## config.mk

```make
export PLATFORM = sky130hd
export DESIGN_NAME = range_scan_to_cartesian
export DESIGN_NICKNAME = d
export VERILOG_FILES = /design/src/rtl/core/rsc_pkg.sv /design/src/rtl/core/rsc_angle.sv /design/src/rtl/core/rsc_cordic.sv /design/src/rtl/core/range_scan_to_cartesian.sv
export SDC_FILE = /design/constraint.sdc
export NUM_CORES = 2
export LEC_CHECK = 0
export ABC_AREA = 0
export BUFFER_PORTS_ARGS = -buffer_cell sky130_fd_sc_hd__buf_2
export CAP_MARGIN = 20
export CELL_PAD_IN_SITES_DETAIL_PLACEMENT = 1
export CELL_PAD_IN_SITES_GLOBAL_PLACEMENT = 1
export CORE_MARGIN = 2
export CORE_UTILIZATION = 50
export CTS_CLUSTER_SIZE = 40
export DETAILED_ROUTE_END_ITERATION = 7
export GPL_ROUTABILITY_DRIVEN = 0
export HOLD_SLACK_MARGIN = 0.15
export PLACE_DENSITY = 0.88
export SLEW_MARGIN = 20
export SYNTH_ARGS = -nofsm -noshare
export SYNTH_HDL_FRONTEND = slang
export SYNTH_SLANG_ARGS = --single-unit
```

## constraint.sdc

```tcl
create_clock -name clk -period 16.2 [get_ports clk]
set_input_delay 1.62 -clock clk [delete_from_list [all_inputs] [get_ports clk]]
set_output_delay 1.62 -clock clk [all_outputs]
set_load 0.005 [all_outputs]
```

## src/rtl/core/rsc_pkg.sv

```systemverilog
`default_nettype none
package rsc_pkg;

  // Defaults for the top-level parameters
  localparam int MAX_BEAMS_DEF    = 4096;
  localparam int CORDIC_STEPS_DEF = 16;

  // Angle constants (radians in Q16), CORDIC gain compensation in Q16, output limit
  localparam int TWO_PI_Q16  = 411775;
  localparam int PI_Q16      = 205887;
  localparam int HALF_PI_Q16 = 102944;
  localparam int GAIN_Q16    = 39797;
  localparam int OUT_LIMIT   = 65535;

  // Fixed field and datapath widths
  localparam int RANGE_W = 16;
  localparam int START_W = 20;
  localparam int STEP_W  = 18;
  localparam int CFG_W   = 20;
  localparam int CFG_A_W = 2;
  localparam int OUT_W   = 17;
  localparam int Z_W     = 32;
  localparam int XY_W    = 35;
  localparam int TDATA_IN_W  = 16;
  localparam int TDATA_OUT_W = 40;

  // Register indexes
  localparam logic [CFG_A_W-1:0] REG_GATE_MIN    = 2'd0;
  localparam logic [CFG_A_W-1:0] REG_GATE_MAX    = 2'd1;
  localparam logic [CFG_A_W-1:0] REG_ANGLE_START = 2'd2;
  localparam logic [CFG_A_W-1:0] REG_ANGLE_STEP  = 2'd3;

  // Residual angle handed to the rotator
  typedef struct packed {
    logic                  valid;
    logic                  flip;
    logic signed [Z_W-1:0] z;
  } ang_res_t;

  // Finished point from the rotator
  typedef struct packed {
    logic                    done;
    logic signed [OUT_W-1:0] x;
    logic signed [OUT_W-1:0] y;
  } cor_res_t;

  // Arctangent of 2^-i in Q28
  function automatic logic [Z_W-1:0] atan_q28(input logic [4:0] i);
    logic [Z_W-1:0] v;
    case (i)
      5'd0:  v = 32'd210828714;
      5'd1:  v = 32'd124459457;
      5'd2:  v = 32'd65760959;
      5'd3:  v = 32'd33381290;
      5'd4:  v = 32'd16755422;
      5'd5:  v = 32'd8385879;
      5'd6:  v = 32'd4193963;
      5'd7:  v = 32'd2097109;
      5'd8:  v = 32'd1048571;
      5'd9:  v = 32'd524287;
      5'd10: v = 32'd262144;
      5'd11: v = 32'd131072;
      5'd12: v = 32'd65536;
      5'd13: v = 32'd32768;
      5'd14: v = 32'd16384;
      5'd15: v = 32'd8192;
      5'd16: v = 32'd4096;
      5'd17: v = 32'd2048;
      5'd18: v = 32'd1024;
      5'd19: v = 32'd512;
      5'd20: v = 32'd256;
      5'd21: v = 32'd128;
      5'd22: v = 32'd64;
      5'd23: v = 32'd32;
      default: v = 32'd0;
    endcase
    return v;
  endfunction

endpackage
`default_nettype wire

```

## src/rtl/core/rsc_angle.sv

```systemverilog
`default_nettype none
module rsc_angle #(
  parameter int IDX_W = $clog2(rsc_pkg::MAX_BEAMS_DEF)
) (
  input  wire logic                         clk,
  input  wire logic                         rst,
  input  wire logic                         start,
  input  wire logic [rsc_pkg::START_W-1:0]  angle_start,
  input  wire logic [rsc_pkg::STEP_W-1:0]   angle_step,
  input  wire logic [IDX_W-1:0]             beam,
  output rsc_pkg::ang_res_t                 res
);
  import rsc_pkg::*;

  localparam int A_W   = IDX_W + 20;
  localparam int CNT_W = $clog2(A_W + 1);
  localparam int REM_W = 19;

  localparam logic signed [REM_W+1:0] S_TWO_PI  = (REM_W+2)'(TWO_PI_Q16);
  localparam logic signed [REM_W+1:0] S_PI      = (REM_W+2)'(PI_Q16);
  localparam logic signed [REM_W+1:0] S_HALF_PI = (REM_W+2)'(HALF_PI_Q16);

  typedef enum logic [2:0] {
    A_IDLE = 3'b001,
    A_MUL  = 3'b010,
    A_MOD  = 3'b100
  } a_state_t;

  a_state_t                state;
  logic signed [A_W-1:0]   acc;
  logic signed [A_W-1:0]   mcand;
  logic [IDX_W-1:0]        mplier;
  logic [A_W-1:0]          mag;
  logic                    neg;
  logic [REM_W-1:0]        rem;
  logic [CNT_W-1:0]        cnt;
  logic                    res_valid;
  logic                    res_flip;
  logic signed [Z_W-1:0]   res_z;

  logic signed [A_W-1:0]   acc_next;
  logic [REM_W:0]          rem_t;
  logic [REM_W-1:0]        rem_next;
  logic signed [REM_W+1:0] a_red;
  logic signed [REM_W+1:0] a_fold;
  logic                    flip_next;

  assign acc_next = mplier[0] ? acc + mcand : acc;
  assign rem_t    = {rem, mag[A_W-1]};
  assign rem_next = (rem_t >= (REM_W+1)'(TWO_PI_Q16)) ?
                    REM_W'(rem_t - (REM_W+1)'(TWO_PI_Q16)) : REM_W'(rem_t);

  // Bring the signed remainder into [-pi, pi], then fold into [-pi/2, pi/2]
  always_comb begin
    a_red = neg ? -$signed({2'b00, rem_next}) : $signed({2'b00, rem_next});
    if (a_red > S_PI) begin
      a_red = a_red - S_TWO_PI;
    end else if (a_red < -S_PI) begin
      a_red = a_red + S_TWO_PI;
    end
    flip_next = 1'b0;
    a_fold    = a_red;
    if (a_red > S_HALF_PI) begin
      a_fold    = a_red - S_PI;
      flip_next = 1'b1;
    end else if (a_red < -S_HALF_PI) begin
      a_fold    = a_red + S_PI;
      flip_next = 1'b1;
    end
  end

  always_ff @(posedge clk) begin
    if (rst) begin
      state     <= A_IDLE;
      res_valid <= 1'b0;
    end else begin
      res_valid <= 1'b0;
      case (state)
        A_IDLE: begin
          if (start) begin
            acc    <= {{(A_W-START_W){angle_start[START_W-1]}}, angle_start};
            mcand  <= {{(A_W-STEP_W){angle_step[STEP_W-1]}}, angle_step};
            mplier <= beam;
            cnt    <= '0;
            state  <= A_MUL;
          end
        end
        A_MUL: begin
          // one index bit a cycle, multiplicand doubles
          acc    <= acc_next;
          mcand  <= mcand <<< 1;
          mplier <= mplier >> 1;
          cnt    <= cnt + 1'b1;
          if (cnt == CNT_W'(IDX_W - 1)) begin
            neg   <= acc_next[A_W-1];
            mag   <= acc_next[A_W-1] ? A_W'(-acc_next) : A_W'(acc_next);
            rem   <= '0;
            cnt   <= '0;
            state <= A_MOD;
          end
        end
        A_MOD: begin
          // restoring remainder, one magnitude bit a cycle
          rem <= rem_next;
          mag <= mag << 1;
          cnt <= cnt + 1'b1;
          if (cnt == CNT_W'(A_W - 1)) begin
            res_valid <= 1'b1;
            res_flip  <= flip_next;
            res_z     <= Z_W'(a_fold) <<< 12;
            state     <= A_IDLE;
          end
        end
        default: state <= A_IDLE;
      endcase
    end
  end

  assign res.valid = res_valid;
  assign res.flip  = res_flip;
  assign res.z     = res_z;

endmodule
`default_nettype wire

```

## src/rtl/core/rsc_cordic.sv

```systemverilog
`default_nettype none
module rsc_cordic #(
  parameter int CORDIC_STEPS = rsc_pkg::CORDIC_STEPS_DEF
) (
  input  wire logic                          clk,
  input  wire logic                          rst,
  input  wire logic                          start,
  input  wire logic [rsc_pkg::RANGE_W-1:0]   range_mm,
  input  rsc_pkg::ang_res_t                  ang,
  output rsc_pkg::cor_res_t                  res
);
  import rsc_pkg::*;

  localparam int IT_W = $clog2(CORDIC_STEPS);

  typedef enum logic [2:0] {
    C_IDLE  = 3'b001,
    C_RUN   = 3'b010,
    C_ROUND = 3'b100
  } c_state_t;

  c_state_t               state;
  logic signed [XY_W-1:0] x;
  logic signed [XY_W-1:0] y;
  logic signed [Z_W-1:0]  z;
  logic [IT_W-1:0]        it;
  logic                   flp;
  logic                   done;
  logic signed [OUT_W-1:0] x_out;
  logic signed [OUT_W-1:0] y_out;

  logic signed [XY_W-1:0] dx;
  logic signed [XY_W-1:0] dy;
  logic signed [Z_W-1:0]  at;

  assign dx = y >>> it;
  assign dy = x >>> it;
  assign at = $signed(atan_q28(5'(it)));

  function automatic logic signed [OUT_W-1:0] round_sat(
    input logic signed [XY_W-1:0] v, input logic neg_v);
    logic signed [XY_W:0] s;
    logic signed [XY_W:0] r;
    logic signed [OUT_W-1:0] o;
    s = neg_v ? -(XY_W+1)'(v) : (XY_W+1)'(v);
    r = (s + (XY_W+1)'(32768)) >>> 16;
    if (r > (XY_W+1)'(OUT_LIMIT)) begin
      o = OUT_W'(OUT_LIMIT);
    end else if (r < -(XY_W+1)'(OUT_LIMIT)) begin
      o = -OUT_W'(OUT_LIMIT);
    end else begin
      o = OUT_W'(r);
    end
    return o;
  endfunction

  always_ff @(posedge clk) begin
    if (rst) begin
      state <= C_IDLE;
      done  <= 1'b0;
    end else begin
      done <= 1'b0;
      case (state)
        C_IDLE: begin
          if (start) begin
            x     <= $signed({{(XY_W-32){1'b0}}, 32'(range_mm) * 32'(GAIN_Q16)});
            y     <= '0;
            z     <= ang.z;
            flp   <= ang.flip;
            it    <= '0;
            state <= C_RUN;
          end
        end
        C_RUN: begin
          if (!z[Z_W-1]) begin
            x <= x - dx;
            y <= y + dy;
            z <= z - at;
          end else begin
            x <= x + dx;
            y <= y - dy;
            z <= z + at;
          end
          it <= it + 1'b1;
          if (it == IT_W'(CORDIC_STEPS - 1)) begin
            state <= C_ROUND;
          end
        end
        C_ROUND: begin
          x_out <= round_sat(x, flp);
          y_out <= round_sat(y, flp);
          done  <= 1'b1;
          state <= C_IDLE;
        end
        default: state <= C_IDLE;
      endcase
    end
  end

  assign res.done = done;
  assign res.x    = x_out;
  assign res.y    = y_out;

endmodule
`default_nettype wire

```

## src/rtl/core/range_scan_to_cartesian.sv

```systemverilog
`default_nettype none
// Laser range scan to cartesian points. Each request carries one range sample
// (millimetres) and a scan-end flag on tlast; each produces exactly one result
// with x/y in millimetres, a keep flag on tuser (0: range outside the gate,
// x=y=0) and the scan-end copy on tlast. The beam index counts requests and
// restarts after scan end or on reaching MAX_BEAMS. The beam angle
// start + step*index is formed by a bit-serial shift-add multiplier (one index
// bit a cycle), reduced modulo two pi by a bit-serial restoring remainder (one
// bit a cycle), folded into [-pi/2, pi/2] and fed to a CORDIC rotator doing
// one iteration a cycle. One request is in work at a time: a kept sample
// passes the angle unit (IDX_W = clog2(MAX_BEAMS) index bits) and the CORDIC
// rotator, a dropped one goes straight to the output stage. The next
// request is taken from the cycle in which the result is offered; while an
// unclaimed result still blocks the output register, the finished one waits,
// and the next request with it. The result waits in an output register, so the
// next request is taken while it is still unclaimed.
module range_scan_to_cartesian #(
  parameter int MAX_BEAMS    = rsc_pkg::MAX_BEAMS_DEF,
  parameter int CORDIC_STEPS = rsc_pkg::CORDIC_STEPS_DEF
) (
  input  wire logic                             clk,
  input  wire logic                             rst,
  // configuration write port
  input  wire logic                             cfg_we,
  input  wire logic [rsc_pkg::CFG_A_W-1:0]      cfg_index,
  input  wire logic [rsc_pkg::CFG_W-1:0]        cfg_data,
  // request stream
  input  wire logic                             s_tvalid,
  output logic                                  s_tready,
  input  wire logic [rsc_pkg::TDATA_IN_W-1:0]   s_tdata,  // [15:0] range_mm
  input  wire logic                             s_tlast,  // scan_end
  // result stream
  output logic                                  m_tvalid,
  input  wire logic                             m_tready,
  output logic [rsc_pkg::TDATA_OUT_W-1:0]       m_tdata,  // [16:0] x_mm, [33:17] y_mm
  output logic                                  m_tuser,  // keep
  output logic                                  m_tlast   // scan_last
);
  import rsc_pkg::*;

  localparam int IDX_W = $clog2(MAX_BEAMS);

  typedef enum logic [3:0] {
    S_IDLE   = 4'b0001,
    S_ANGLE  = 4'b0010,
    S_CORDIC = 4'b0100,
    S_DONE   = 4'b1000
  } state_t;

  state_t                  state;
  logic [RANGE_W-1:0]      gate_min_mm;
  logic [RANGE_W-1:0]      gate_max_mm;
  logic [START_W-1:0]      angle_start;
  logic [STEP_W-1:0]       angle_step;
  logic [IDX_W-1:0]        beam_index;
  logic [IDX_W-1:0]        beam_index_next;
  logic [IDX_W-1:0]        idx_q;
  logic [RANGE_W-1:0]      range_q;
  logic                    last_q;
  logic                    keep_q;
  logic                    ang_start;
  logic                    cor_start;
  logic signed [OUT_W-1:0] res_x;
  logic signed [OUT_W-1:0] res_y;
  logic                    in_acc;
  logic                    in_keep;
  logic                    out_free;
  ang_res_t                ang;
  cor_res_t                cor;

  assign s_tready = (state == S_IDLE);
  assign in_acc   = s_tvalid && s_tready;
  assign in_keep  = (s_tdata[RANGE_W-1:0] >= gate_min_mm) &&
                    (s_tdata[RANGE_W-1:0] <= gate_max_mm);
  assign out_free = !m_tvalid || m_tready;

  // Restart after scan end, wrap at MAX_BEAMS
  always_comb begin
    if (s_tlast || beam_index == IDX_W'(MAX_BEAMS - 1)) begin
      beam_index_next = '0;
    end else begin
      beam_index_next = beam_index + 1'b1;
    end
  end

  // Configuration registers
  always_ff @(posedge clk) begin
    if (rst) begin
      gate_min_mm <= '0;
      gate_max_mm <= '1;
      angle_start <= '0;
      angle_step  <= '0;
    end else if (cfg_we) begin
      case (cfg_index)
        REG_GATE_MIN:    gate_min_mm <= cfg_data[RANGE_W-1:0];
        REG_GATE_MAX:    gate_max_mm <= cfg_data[RANGE_W-1:0];
        REG_ANGLE_START: angle_start <= cfg_data[START_W-1:0];
        REG_ANGLE_STEP:  angle_step  <= cfg_data[STEP_W-1:0];
        default: ;
      endcase
    end
  end

  // Request sequencing
  always_ff @(posedge clk) begin
    if (rst) begin
      state      <= S_IDLE;
      beam_index <= '0;
      ang_start  <= 1'b0;
      cor_start  <= 1'b0;
      m_tvalid   <= 1'b0;
    end else begin
      ang_start <= 1'b0;
      cor_start <= 1'b0;
      // load a finished result, or drop the offered one once taken
      if (state == S_DONE && out_free) begin
        m_tvalid <= 1'b1;
      end else if (m_tready) begin
        m_tvalid <= 1'b0;
      end
      case (state)
        S_IDLE: begin
          if (in_acc) begin
            range_q    <= s_tdata[RANGE_W-1:0];
            last_q     <= s_tlast;
            keep_q     <= in_keep;
            idx_q      <= beam_index;
            beam_index <= beam_index_next;
            if (in_keep) begin
              ang_start <= 1'b1;
              state     <= S_ANGLE;
            end else begin
              // drop: result is a zero point
              res_x <= '0;
              res_y <= '0;
              state <= S_DONE;
            end
          end
        end
        S_ANGLE: begin
          if (ang.valid) begin
            cor_start <= 1'b1;
            state     <= S_CORDIC;
          end
        end
        S_CORDIC: begin
          if (cor.done) begin
            res_x <= cor.x;
            res_y <= cor.y;
            state <= S_DONE;
          end
        end
        S_DONE: begin
          // hold until the output register is free
          if (out_free) begin
            m_tdata  <= {(TDATA_OUT_W-2*OUT_W)'(0), res_y, res_x};
            m_tuser  <= keep_q;
            m_tlast  <= last_q;
            state    <= S_IDLE;
          end
        end
        default: state <= S_IDLE;
      endcase
    end
  end

  rsc_angle #(
    .IDX_W(IDX_W)
  ) u_angle (
    .clk        (clk),
    .rst        (rst),
    .start      (ang_start),
    .angle_start(angle_start),
    .angle_step (angle_step),
    .beam       (idx_q),
    .res        (ang)
  );

  rsc_cordic #(
    .CORDIC_STEPS(CORDIC_STEPS)
  ) u_cordic (
    .clk     (clk),
    .rst     (rst),
    .start   (cor_start),
    .range_mm(range_q),
    .ang     (ang),
    .res     (cor)
  );

endmodule
`default_nettype wire

```

==> results.md <==
* Outcome: completed
* I/O pin count at 88
* Count of non-filler cells in the finished layout at 5653
* Core Region at 83300 um^2
* Tcrit/Tclk final at 50.8%
* Start of the worst register-to-register path: u_angle.mag[31]
* Flop2flop setup slack at 7970 ps
* Minimum clock period at 8230 ps
* Chip Width at 293 um
* Area enclosed by the die boundary at 86000 um^2
* Number of cells traversed by the worst register-to-register path at 24
* Input/output buffers at 81
* Clock-pin transition on the worst setup and hold timing paths at 60 ps
* Number of nets in the final layout at 4982
* Main combinational cell family by area after synthesis: simple AND/OR/NAND/NOR gates
* Seq/Total Area, Yosys at 34.4%
* Number of optimization iterations in the first detailed-route pass at 5
* Total setup buffers inserted after CTS at 0
* Wire length per cell at 21.0 um
* Later-pin clock latency in the skew report at 670 ps
* Post-synth EDFFs at 396
* Arrival time at the worst endpoint at 8700 ps
* Area share of the largest cell type after synthesis at 28.4%
* Clock skew after layout at 63.3 ps
* Number of nets still failing antenna checks after routing at 0
* Level count of the clock H-tree at 2
* Unrepaired setup endpoints after global routing: no
* Number of DRC violations after detailed-routing iteration 0 at 2067
* Maximum number of pins on one net before global-route repair at 94
* Cell area after layout at 45100 um^2
* Wire length of the first global-routing pass at 192000 um
* Met3 layer usage reported by global route at 2.95%
* # resized after CTS at 0
* Share of synthesized registers carrying an async set or reset at 0%
* GR Layer Usage met1 at 33.9%
* Highest clock rate at 122 MHz
* Overall track demand over capacity in global routing at 27.3%
* Xor-xnor portion of the synthesized cell area at 8.74%
* Hold Violations, Final at 0
* Initial Util at 50.2%
* Share of cell area taken by muxes after synthesis at 5.39%
* Data required time at the worst endpoint at 16680 ps
* Placed inst area at 43000 um^2
* Adder-Cell Fraction of Synth Area at 14.4%
* Post-synthesis cell count at 4559
* Floorplan row count at 106
* Average vias per placed instance at 6.05
* Reg2reg end: u_angle.res_z[21]
* Die H at 293 um
* Clock tree from TritonCTS: yes
* Met2 global-route usage at 50.3%
* Highest ir drop seen on vdd at 245 uV
* Synthesis-to-finish area growth at 7.85%
* DRC at 0
* Leakage power total at 18.3 nW
* Worst-margin pin slew at 1120 ps
* Hold buffer count at CTS at 0
* Fraction of the mapped netlist area in simple logic gates at 16.9%
* Overflow left after global routing at 0
* Cell type contributing the most total cell area after synthesis: edfxtp_1
* Power, Total at 6.64 mW
* Most used flip-flop cell after synthesis: edfxtp_1
* Number of antenna cells inserted at 0
* Compound-gate portion of the synthesized area at 15.7%
* Placed cell count at 5541
* Global routing's busiest layer: met2
* Number of sinks handled by clock tree synthesis at 520
* Max FO, Critical Path at 16
* Cell chosen for the clock root: clkbuf_16
* Number of antenna violations at the first check in global routing at 0
* Count of endpoints failing setup in the final report at 0
* Post-Syn Area per Cell at 9.17 um^2
* Type of the most critical hold path: reg -> reg
* Sum Neg Setup Slack at 0 ps
* Kind of capture point of the worst setup path: register
* Maximum count of clock buffers along a single path at 3
* Capture point of the critical path: u_angle.res_z[21]
* Type of the worst setup path: reg -> reg
* Total wire length at 119000 um
* Max-slew violations at 0
* Count of unique library cells instantiated by Yosys at 108
* Clock buffers created by TritonCTS at 59
* Estimated wirelength of the detail-placed design at 87300 um
* Count of max-cap constraint violations at 0
* Pwr dens at 147 nW/um^2
* Register bit total from synthesis at 520
* Sort of element at the start of the critical path: register
* Via count of the first global-routing pass at 36300
* Post-Syn Area at 41800 um^2
* Synth Warn # at 0
* Routed vias at 34200
* Share of post-route cells with drive strength above 1 at 8.13%
* Crit. Startpoint: u_angle.mag[31]
* Area contributors post-synth: edfxtp_1, ha_1, dfxtp_1
* Max-slew headroom at the worst pin at 25.5%
cells in the mapped netlist, drive strengths merged (11+ instances only):
cell    number
nand3b      12
o21a        37
nor2       374
a211o       25
inv        269
o41ai       11
o211ai      15
ha         309
or3         34
a21o        64
mux2        33
o31ai       28
xor2       180
mux2i      102
a211oi      28
and2        87
or2         20
a22oi       13
o22ai       20
fa         107
o21ai      255
nand2b      41
a31oi       44
buf         51
xnor2      234
nand4       32
nand3       84
edfxtp     396
o21bai      37
a31o        15
nor3        94
and3        49
nor2b       39
clkbuf     166
nor4        22
mux4        38
a21oi      356
dfxtp      124
nand2      558
stage by stage:
step / utilization (%) / hold slack, ps / setup WS [ps]
after floorplan: - / 400 / 8350
after global placement: 51.7 / 403 / 8380
after detailed placement: 51.7 / 406 / 8080
after CTS: 54.1 / 421 / 8030
after global routing: 54.1 / 422 / 7230
final: 54.1 / 416 / 7970
cell families (layout without fill, tap and decap cells):
logic type	count (synthesis)	in the layout
xor gates and xnor gates	414	414
AOI/OAI and AO/OA	1042	1042
other	1	6
adders and majority gates	416	416
muxes	173	173
DFF	520	520
and+or+nand+nor	1506	1506
buffers and inverters	487	496
worst min-delay path by stage:
stage	slack [ps]	startpoint	depth (start not counted)	to
2_1_floorplan	400	res_x[0]	0	m_tdata[0]
3_3_place_gp	400	res_x[3]	0	m_tdata[3]
5_1_grt	420	res_y[4]	0	m_tdata[21]
3_5_place_dp	410	res_x[16]	0	m_tdata[16]
6_report	420	res_y[11]	0	m_tdata[28]
4_1_cts	420	res_y[4]	0	m_tdata[21]
power breakdown:
| group | switching (mW) | leakage, nW | total (mW) | internal [mW] |
|---|---|---|---|---|
| Clock | 0.611 | 0.991 | 1.43 | 0.819 |
| Sequential | 0.0448 | 4.78 | 1.73 | 1.68 |
| Combinational | 1.97 | 12.5 | 3.48 | 1.51 |
area by class of cell:
cell class | count | area (um^2)
clock buffer | 70 | 1580
clock inverter | 42 | 492
fill | 9523 | 38200
inverter | 270 | 1020
multi-input combinational | 3557 | 25600
sequential | 520 | 14400
tap | 1080 | 1350
timing repair buffer | 114 | 656
metal layers:
metal | share of wire, % | vias to the layer above
met1 | 42 | 17100
met5 | 0 | -
met2 | 52 | 809
met3 | 3.9 | 193
met4 | 2.2 | 0
li1 | - | 16100
critical path, stage by stage, from the launching register on:
cell and delay (ps):
edfxtp_1 600, ha_1 350, nand3_2 220, o21a_1 410, o21ai_2 690, mux2i_1 350, ha_1 280, nand2_1 70
o21ai_0 90, or3_1 360, inv_1 180, nand2_1 120, nor3_1 360, a21oi_1 140, a211o_1 310, a211o_1 340
a21oi_1 710, a22oi_1 180, xnor2_1 350, a21oi_1 250, a211oi_2 80, o41ai_4 890, nand2_2 190, o32ai_2 270
xor2_1 230
layout by cell type (no fill, tap or decap), types with 62 or more instances in the layout:
cell type  synthesis  routed
a21o_1            62      62
a21oi_1          356     356
and2_1            85      84
buf_2             15      80
dfxtp_1          124     124
edfxtp_1         396     396
fa_1             107     107
ha_1             309     309
inv_1            268     267
mux2i_1          102     102
nand2_1          557     557
nand3_1           82      82
nor2_1           373     371
nor3_1            94      92
o21ai_0          243     242
xnor2_1          231     231
xor2_1           179     179
registers in the layout (all words and copies together), names as in the netlist, 17 cells and up:
signal,cells
u_cordic.z,32
u_angle.res_z,20
u_cordic.y_out,17
res_x,17
u_angle.mcand,32
u_angle.mag,32
u_cordic.x_out,17
u_cordic.x,35
angle_step,18
res_y,17
m_tdata,34
angle_start,20
u_angle.acc,32
u_cordic.at,27
u_cordic.y,35
u_angle.rem,19
No activity file was read; power rests on OpenSTA's default activity.
